[src/rtl/core/lcgs_pkg.sv]
// Shared constants and handshake structs for the combined LCG shuffle generator.
// Used by lcgs_mulmod, lcgs_slot_div and combined_lcg_shuffle_uniform_top.
package lcgs_pkg;

  // Default shuffle table depth
  localparam int TableDepthDef = 32;
  // Extra warm-up steps of the first generator on reseed
  localparam int WarmupSteps   = 8;

  // Generator word width and multiplier widths
  localparam int GenW  = 31;
  localparam int MulW  = 16;
  localparam int FoldW = 8;
  localparam int ProdW = GenW + MulW;
  localparam int SumW  = 32;

  // First generator: modulus 2^31 - 85
  localparam logic [SumW-1:0]  ModA  = 32'd2147483563;
  localparam logic [MulW-1:0]  MulA  = 16'd40014;
  localparam logic [FoldW-1:0] FoldA = 8'd85;
  // Second generator: modulus 2^31 - 249
  localparam logic [SumW-1:0]  ModB  = 32'd2147483399;
  localparam logic [MulW-1:0]  MulB  = 16'd40692;
  localparam logic [FoldW-1:0] FoldB = 8'd249;

  // Largest output value
  localparam logic [GenW-1:0] OutTop = 31'd2147483562;

  // Operation codes of the input word
  typedef enum logic {
    OP_DRAW   = 1'b0,
    OP_RESEED = 1'b1
  } op_e;

  // Request into the shared modular multiplier
  typedef struct packed {
    logic start;
    logic sel_b;
  } mm_req_t;

  // Response out of the shared modular multiplier
  typedef struct packed {
    logic done;
    logic sel_b;
  } mm_rsp_t;

endpackage

[src/rtl/core/lcgs_mulmod.sv]
// Shared two-stage modular multiplier: z * mul mod (2^31 - c) for either generator.
// Depends on lcgs_pkg for constants and the request/response structs.
module lcgs_mulmod (
  input  logic                      clk_i,
  input  logic                      rst_ni,
  input  lcgs_pkg::mm_req_t         req_i,
  input  logic [lcgs_pkg::GenW-1:0] operand_i,
  output lcgs_pkg::mm_rsp_t         rsp_o,
  output logic [lcgs_pkg::GenW-1:0] result_o
);

  logic                       v1_q, v2_q;
  logic                       sel1_q, sel2_q;
  logic [lcgs_pkg::ProdW-1:0] prod_q, prod_d;
  logic [lcgs_pkg::SumW-1:0]  sum_q, sum_d;
  logic [lcgs_pkg::MulW-1:0]  mul;
  logic [lcgs_pkg::FoldW-1:0] fold;
  logic [lcgs_pkg::SumW-1:0]  modulus;
  logic [lcgs_pkg::SumW-1:0]  reduced;

  // Stage one: full product with the generator's multiplier
  assign mul    = req_i.sel_b ? lcgs_pkg::MulB : lcgs_pkg::MulA;
  assign prod_d = lcgs_pkg::ProdW'(operand_i) * lcgs_pkg::ProdW'(mul);

  // Stage two: fold the bits above 2^31 back in, since 2^31 == c mod M
  assign fold  = sel1_q ? lcgs_pkg::FoldB : lcgs_pkg::FoldA;
  assign sum_d = lcgs_pkg::SumW'(prod_q[lcgs_pkg::ProdW-1:lcgs_pkg::GenW])
               * lcgs_pkg::SumW'(fold)
               + lcgs_pkg::SumW'(prod_q[lcgs_pkg::GenW-1:0]);

  // Output: one compare and subtract, the folded sum stays below 2M
  assign modulus  = sel2_q ? lcgs_pkg::ModB : lcgs_pkg::ModA;
  assign reduced  = (sum_q >= modulus) ? (sum_q - modulus) : sum_q;
  assign result_o = reduced[lcgs_pkg::GenW-1:0];

  assign rsp_o.done  = v2_q;
  assign rsp_o.sel_b = sel2_q;

  // Advance the stage valid flags
  always_ff @(posedge clk_i or negedge rst_ni) begin
    if (!rst_ni) begin
      v1_q <= 1'b0;
      v2_q <= 1'b0;
    end else begin
      v1_q <= req_i.start;
      v2_q <= v1_q;
    end
  end

  // Hold the stage data
  always_ff @(posedge clk_i) begin
    prod_q <= prod_d;
    sel1_q <= req_i.sel_b;
    sum_q  <= sum_d;
    sel2_q <= sel1_q;
  end

endmodule

[src/rtl/core/lcgs_slot_div.sv]
// Reciprocal-multiply divider that maps the last output to a shuffle table slot.
// Depends on lcgs_pkg for the output range and generator width.
module lcgs_slot_div #(
  parameter int TABLE_DEPTH = lcgs_pkg::TableDepthDef
) (
  input  logic                           clk_i,
  input  logic                           rst_ni,
  input  logic                           start_i,
  input  logic [lcgs_pkg::GenW-1:0]      value_i,
  output logic                           done_o,
  output logic [$clog2(TABLE_DEPTH)-1:0] slot_o
);

  localparam int SlotW = $clog2(TABLE_DEPTH);
  localparam int GenW  = lcgs_pkg::GenW;
  localparam int QuoW  = SlotW + 1;
  localparam int ProdW = GenW + QuoW;
  localparam int RemW  = GenW + 1;
  localparam longint unsigned SlotDiv =
    64'(lcgs_pkg::OutTop) / 64'(TABLE_DEPTH) + 64'd1;
  // floor(2^31 / divisor); the product estimate is then low by at most one
  localparam longint unsigned Recip = (64'd1 << GenW) / SlotDiv;

  logic             busy_q;
  logic [GenW-1:0]  val_q;
  logic [QuoW-1:0]  est_q;
  logic [QuoW-1:0]  quo_q, quo_d;
  logic [ProdW-1:0] prod;
  logic [RemW-1:0]  rem;

  // Estimate the quotient from the reciprocal
  assign prod = ProdW'(value_i) * ProdW'(Recip);

  // Correct the estimate with one compare against the divisor
  assign rem   = {1'b0, val_q} - RemW'(est_q) * RemW'(SlotDiv);
  assign quo_d = (rem >= RemW'(SlotDiv)) ? (est_q + QuoW'(1)) : est_q;

  assign done_o = !busy_q;

  // Saturate to the last slot
  assign slot_o = (quo_q >= QuoW'(TABLE_DEPTH))
                ? SlotW'(TABLE_DEPTH - 1) : quo_q[SlotW-1:0];

  // Mark the correction cycle
  always_ff @(posedge clk_i or negedge rst_ni) begin
    if (!rst_ni) begin
      busy_q <= 1'b0;
    end else begin
      busy_q <= start_i;
    end
  end

  // Hold the operand and estimate, then the corrected quotient
  always_ff @(posedge clk_i) begin
    if (start_i) begin
      val_q <= value_i;
      est_q <= prod[ProdW-1:GenW];
    end
    if (busy_q) begin
      quo_q <= quo_d;
    end
  end

endmodule

[src/rtl/core/combined_lcg_shuffle_uniform_top.sv]
// Top level of the combined LCG uniform generator with a shuffle table.
// Depends on lcgs_pkg, lcgs_mulmod and lcgs_slot_div.
//
//   channel | direction | handshake               | fields
//   --------+-----------+-------------------------+------------------------------
//   in      | input     | in_valid_i / in_stall_o | operation_i, seed_value_i
//   out     | output    | out_valid_o/out_stall_i | uniform_value_o
//
// A reseed word runs TABLE_DEPTH+8 steps of the first generator after accept;
// every step is one issue plus two stages of the shared modular multiplier.
// A draw word runs accept, two issues into the multiplier, waits for both
// results, the table read and the output write once the output register is
// free; the slot is registered by the divider well before the table read.
// Reset sets both generators to one; the table is undefined until a reseed.
// The input is stalled while a word is at work; a finished word waits in the
// output register and the next input word is taken meanwhile.
module combined_lcg_shuffle_uniform_top #(
  parameter int TABLE_DEPTH = lcgs_pkg::TableDepthDef
) (
  input  logic                      clk_i,
  input  logic                      rst_ni,
  input  logic                      in_valid_i,
  output logic                      in_stall_o,
  input  logic                      operation_i,
  input  logic [lcgs_pkg::GenW-1:0] seed_value_i,
  output logic                      out_valid_o,
  input  logic                      out_stall_i,
  output logic [lcgs_pkg::GenW-1:0] uniform_value_o
);

  localparam int SlotW = $clog2(TABLE_DEPTH);
  localparam int Steps = TABLE_DEPTH + lcgs_pkg::WarmupSteps;
  localparam int CntW  = $clog2(Steps + 1);
  localparam int GenW  = lcgs_pkg::GenW;

  typedef enum logic [2:0] {
    ST_IDLE,
    ST_RS_ISSUE,
    ST_RS_WAIT,
    ST_DR_A,
    ST_DR_B,
    ST_DR_WAIT,
    ST_DR_READ,
    ST_DR_CALC
  } state_e;

  state_e             state_q;
  logic [CntW-1:0]    cnt_q;
  logic [CntW-1:0]    cnt_dec;
  logic [GenW-1:0]    gen_a_q, gen_b_q;
  logic [GenW-1:0]    last_q;
  logic               out_valid_q;
  logic [GenW-1:0]    out_data_q;
  logic [GenW-1:0]    seed_clamped;
  logic               accept;
  logic               out_free;

  lcgs_pkg::mm_req_t  mm_req;
  lcgs_pkg::mm_rsp_t  mm_rsp;
  logic [GenW-1:0]    mm_operand;
  logic [GenW-1:0]    mm_result;

  logic               div_start;
  logic               div_done;
  logic [SlotW-1:0]   slot;

  logic [GenW-1:0]    table_mem [TABLE_DEPTH];
  logic [GenW-1:0]    rd_q;
  logic               mem_we;
  logic [SlotW-1:0]   mem_waddr;
  logic [GenW-1:0]    mem_wdata;
  logic               mem_re;

  logic [GenW:0]      diff;
  logic [GenW:0]      wrapped;
  logic [GenW-1:0]    draw_value;

  // Handshake
  assign in_stall_o  = (state_q != ST_IDLE);
  assign accept      = in_valid_i && (state_q == ST_IDLE);
  assign out_free    = !out_valid_q || !out_stall_i;
  assign out_valid_o = out_valid_q;
  assign uniform_value_o = out_data_q;

  assign seed_clamped = (seed_value_i == '0) ? GenW'(1) : seed_value_i;
  assign cnt_dec      = cnt_q - CntW'(1);

  // Drive the shared multiplier
  assign mm_req.start = (state_q == ST_RS_ISSUE) || (state_q == ST_DR_A)
                     || (state_q == ST_DR_B);
  assign mm_req.sel_b = (state_q == ST_DR_B);
  assign mm_operand   = (state_q == ST_DR_B) ? gen_b_q : gen_a_q;

  lcgs_mulmod u_mulmod (
    .clk_i     (clk_i),
    .rst_ni    (rst_ni),
    .req_i     (mm_req),
    .operand_i (mm_operand),
    .rsp_o     (mm_rsp),
    .result_o  (mm_result)
  );

  // Start the slot divider with every draw word
  assign div_start = accept && (operation_i == lcgs_pkg::OP_DRAW);

  lcgs_slot_div #(
    .TABLE_DEPTH (TABLE_DEPTH)
  ) u_slot_div (
    .clk_i   (clk_i),
    .rst_ni  (rst_ni),
    .start_i (div_start),
    .value_i (last_q),
    .done_o  (div_done),
    .slot_o  (slot)
  );

  // Form the draw: table entry minus second generator, wrapped into range
  assign diff       = {1'b0, rd_q} - {1'b0, gen_b_q};
  assign wrapped    = (diff[GenW] || (diff == '0))
                    ? (diff + {1'b0, lcgs_pkg::OutTop}) : diff;
  assign draw_value = wrapped[GenW-1:0];

  // Select table writes and reads
  always_comb begin
    mem_we    = 1'b0;
    mem_waddr = slot;
    mem_wdata = gen_a_q;
    mem_re    = 1'b0;
    case (state_q)
      ST_RS_WAIT: begin
        mem_we    = mm_rsp.done && (cnt_q <= CntW'(TABLE_DEPTH));
        mem_waddr = cnt_dec[SlotW-1:0];
        mem_wdata = mm_result;
      end
      ST_DR_READ: begin
        mem_re = div_done;
      end
      ST_DR_CALC: begin
        mem_we = out_free;
      end
      default: begin
        mem_we = 1'b0;
      end
    endcase
  end

  // Write and read the shuffle table
  always_ff @(posedge clk_i) begin
    if (mem_we) begin
      table_mem[mem_waddr] <= mem_wdata;
    end
    if (mem_re) begin
      rd_q <= table_mem[slot];
    end
  end

  // Sequence reseed and draw words
  always_ff @(posedge clk_i or negedge rst_ni) begin
    if (!rst_ni) begin
      state_q     <= ST_IDLE;
      cnt_q       <= '0;
      gen_a_q     <= GenW'(1);
      gen_b_q     <= GenW'(1);
      last_q      <= '0;
      out_valid_q <= 1'b0;
      out_data_q  <= '0;
    end else begin
      // Drop the output word once taken
      if (!out_stall_i) begin
        out_valid_q <= 1'b0;
      end
      case (state_q)
        ST_IDLE: begin
          if (accept) begin
            if (operation_i == lcgs_pkg::OP_RESEED) begin
              gen_a_q <= seed_clamped;
              gen_b_q <= seed_clamped;
              cnt_q   <= CntW'(Steps);
              state_q <= ST_RS_ISSUE;
            end else begin
              state_q <= ST_DR_A;
            end
          end
        end
        ST_RS_ISSUE: begin
          state_q <= ST_RS_WAIT;
        end
        ST_RS_WAIT: begin
          if (mm_rsp.done) begin
            gen_a_q <= mm_result;
            cnt_q   <= cnt_dec;
            if (cnt_q == CntW'(1)) begin
              last_q  <= mm_result;
              state_q <= ST_IDLE;
            end else begin
              state_q <= ST_RS_ISSUE;
            end
          end
        end
        ST_DR_A: begin
          state_q <= ST_DR_B;
        end
        ST_DR_B: begin
          state_q <= ST_DR_WAIT;
        end
        ST_DR_WAIT: begin
          if (mm_rsp.done) begin
            if (mm_rsp.sel_b) begin
              gen_b_q <= mm_result;
              state_q <= ST_DR_READ;
            end else begin
              gen_a_q <= mm_result;
            end
          end
        end
        ST_DR_READ: begin
          if (div_done) begin
            state_q <= ST_DR_CALC;
          end
        end
        ST_DR_CALC: begin
          // Hold until the output register is free
          if (out_free) begin
            last_q      <= draw_value;
            out_data_q  <= draw_value;
            out_valid_q <= 1'b1;
            state_q     <= ST_IDLE;
          end
        end
        default: begin
          state_q <= ST_IDLE;
        end
      endcase
    end
  end

endmodule

[config.mk]
export PLATFORM = sky130hd
export DESIGN_NAME = combined_lcg_shuffle_uniform_top
export DESIGN_NICKNAME = d
export VERILOG_FILES = /design/src/rtl/core/lcgs_pkg.sv /design/src/rtl/core/lcgs_mulmod.sv /design/src/rtl/core/lcgs_slot_div.sv /design/src/rtl/core/combined_lcg_shuffle_uniform_top.sv
export SDC_FILE = /design/constraint.sdc
export NUM_CORES = 2
export LEC_CHECK = 0
export BUFFER_PORTS_ARGS = -buffer_cell sky130_fd_sc_hd__buf_2
export CORE_UTILIZATION = 35
export CTS_BUF_LIST = sky130_fd_sc_hd__clkbuf_4
export DETAILED_ROUTE_END_ITERATION = 10
export HOLD_SLACK_MARGIN = 0.06
export SLEW_MARGIN = 20
export SYNTH_ARGS = -nofsm -noshare
export SYNTH_HDL_FRONTEND = slang
export SYNTH_HIERARCHICAL = 1
export SYNTH_SLANG_ARGS = --single-unit
[constraint.sdc]
create_clock -name clk_i -period 20.4 [get_ports clk_i]
set_input_delay 3.06 -clock clk_i [delete_from_list [all_inputs] [get_ports clk_i]]
set_output_delay 3.06 -clock clk_i [all_outputs]
set_load 0.05 [all_outputs]
==> run_results.csv <==
group,metric,value,unit
run_status,outcome,"finished clean",
clock_network,cts_buffers,333,
clock_network,cts_max_level,5,
sta,tightest_slew,1.25,ns
placed_design,gp_congestion,0.938,
final_layout,fin_nets,6154,
yosys,avgSynthCellArea,13.9,µm²
sta,relSlewSlack,0.159,
route,met2WireLength,92100,µm
grt,grt_usage,0.188,
yosys,netlist_area,71300,µm²
yosys,syn_inst,5117,
worst_setup_path,cp_max_fo,74,
route,wire_per_inst,23.3,µm
floorplanning,die-area,206000,µm²
final_layout,regArea,36800,µm²
final_layout,finalNonFillerCells,8305,
worst_hold_path,min_path_type,"reg -> reg",
clock_network,cts_setup_buffers,0,
yosys,syn_nets,5879,
yosys,ys.warnings.count,6,
sta,timing.final.max_slew_violations,0,
route,vias_per_cell,5.26,
route,wl_met1,83700,µm
floorplanning,initial_core_util,0.353,
final_layout,n_fill_cell,19100,
floorplanning,rows,165,
worst_setup_path,crit_type,"reg -> reg",
grt,grt_max_degree,75,
worst_setup_path,critPathLaunchType,"register",
route,drtIter0Drc,3961,
floorplanning,io_pins,69,
final_layout,layout_commonest_cell,"edfxtp_1",
sta,fin_crit_sh,0.417,
route,drc,0,
route,wl,193000,µm
clock_network,holdBufCountCts,0,
route,antenna_left,0,
job,drv_cap,0,
final_layout,multi_input_area,31600,µm²
floorplanning,die_y,453,µm
sta,finalSetupViolations,0,
clock_network,clk_pin_slew,0.07,ns
route,wl_met3,12000,µm
floorplanning,core,202000,µm²
final_layout,finish.utilization,0.391,
placed_design,hpwl,133000,µm
grt,grt_pass1_wl,286000,µm
sta,rsz0062_at_grt,"no",
sta,holdWs,0.350,ns
sta,fin_crit,8.51,ns
route,drtPass1Iterations,5,
grt,first_global_vias,44700,
clock_network,cts_sinks,1275,
grt,antenna_found_initial,24,
worst_setup_path,end_kind,"register",
clock_network,clock_path_buffers,4,
clock_network,cts-root-buf,"clkbuf_4",
worst_setup_path,worstPathArrival,9.61,ns
route,vias,43700,
clock_network,cts_tree,"built",
placed_design,portBuffers,68,
floorplanning,die_width,453,µm
final_layout,drive_above_1_share,0.209,
placed_design,dp_cells,7729,
sta,tns,0,ns
sta,max_freq,0.118,GHz
route,routed.top_layer,"met4",
sta,finalHoldViolCount,0,
clock_network,cts_resized,0,
clock_network,clk-insertion-delay-late,1.32,ns
sta,skew,0.0956,ns
final_layout,layout_common_cells,"1059 x edfxtp_1, 660 x inv_1, 476 x clkbuf_4",
grt,grt_overflow,0,
final_layout,syn2layout_area_growth,11.0,%
worst_setup_path,cp_data_required_time,21.51,ns
-- sequential cells by signal (all words and copies together) (netlist names), 3 cells and up --
signal            cells
u_slot_div/quo_q      6
last_q               30
cnt_q                 6
rd_q                 31
gen_b_q              31
table_mem           992
gen_a_q              31
u_mulmod/sum_q       32
u_mulmod/prod_q      46
state_q               3
uniform_value_o      31
u_slot_div/val_q     30
-- layer usage --
metal | vias to the layer above | GRT usage
met3 | 328 | 0.0308
met2 | 1554 | 0.303
met5 | - | 0
met1 | 22500 | 0.258
met4 | 0 | 0.0626
li1 | 19300 | -
-- worst max-delay path, stage by stage, from the launching register on --
cell and delay [ns]:
dfrtp_1 0.52, inv_1 0.16, nor3_2 0.19, buf_4 0.34, buf_4 0.63, mux2_2 0.52, nand2b_1 0.18, fa_1 0.48
fa_1 0.55, inv_1 0.05, fa_1 0.51, inv_1 0.06, fa_1 0.53, inv_1 0.05, fa_1 0.48, inv_1 0.05
fa_1 0.48, inv_1 0.04, ha_1 0.36, a21oi_1 0.18, o21ai_1 0.13, or3b_2 0.45, o21ai_1 0.47, a2111oi_2 0.17
nor3_1 0.34, o31ai_1 0.15, xor2_1 0.15
-- cell type report --
type,instances,share of cell area
inverter,660,0.0313
antenna,18,0.000569
timing repair buffer,148,0.0120
clock inverter,82,0.00529
tap,2672,0.0422
clock buffer,476,0.0451
sequential,1275,0.465
multi-input combinational,2974,0.399
-- path summary, 6_finish.rpt --
| check | start | endpoint | slack [ns] | cells past startpoint |
|---|---|---|---|---|
| setup reg to reg | state_q[2] | u_mulmod/prod_q[46] | 11.89 | 26 |
| hold / removal | u_mulmod/v1_q | u_mulmod/v2_q | 0.35 | 0 |
| hold reg to reg | u_mulmod/v1_q | u_mulmod/v2_q | 0.35 | 0 |
| max in group asynchronous | rst_ni | gen_b_q[18] | 17.14 | 2 |
| min in group asynchronous | rst_ni | state_q[2] | 1.78 | 1 |
| setup / recovery | state_q[2] | u_mulmod/prod_q[46] | 11.89 | 26 |
-- through the flow --
stage                     instance area [µm²]  setup slack, ns
after detailed placement                75100            11.96
final                                   79200            11.89
after global placement                  75100            12.12
after floorplan                         71300            12.96
after CTS                               79100            11.84
after global routing                    79200            11.38
Power is left out: the tool's default activity adds up to more than one toggle a clock period on the data nets, which glitch-free logic cannot reach.
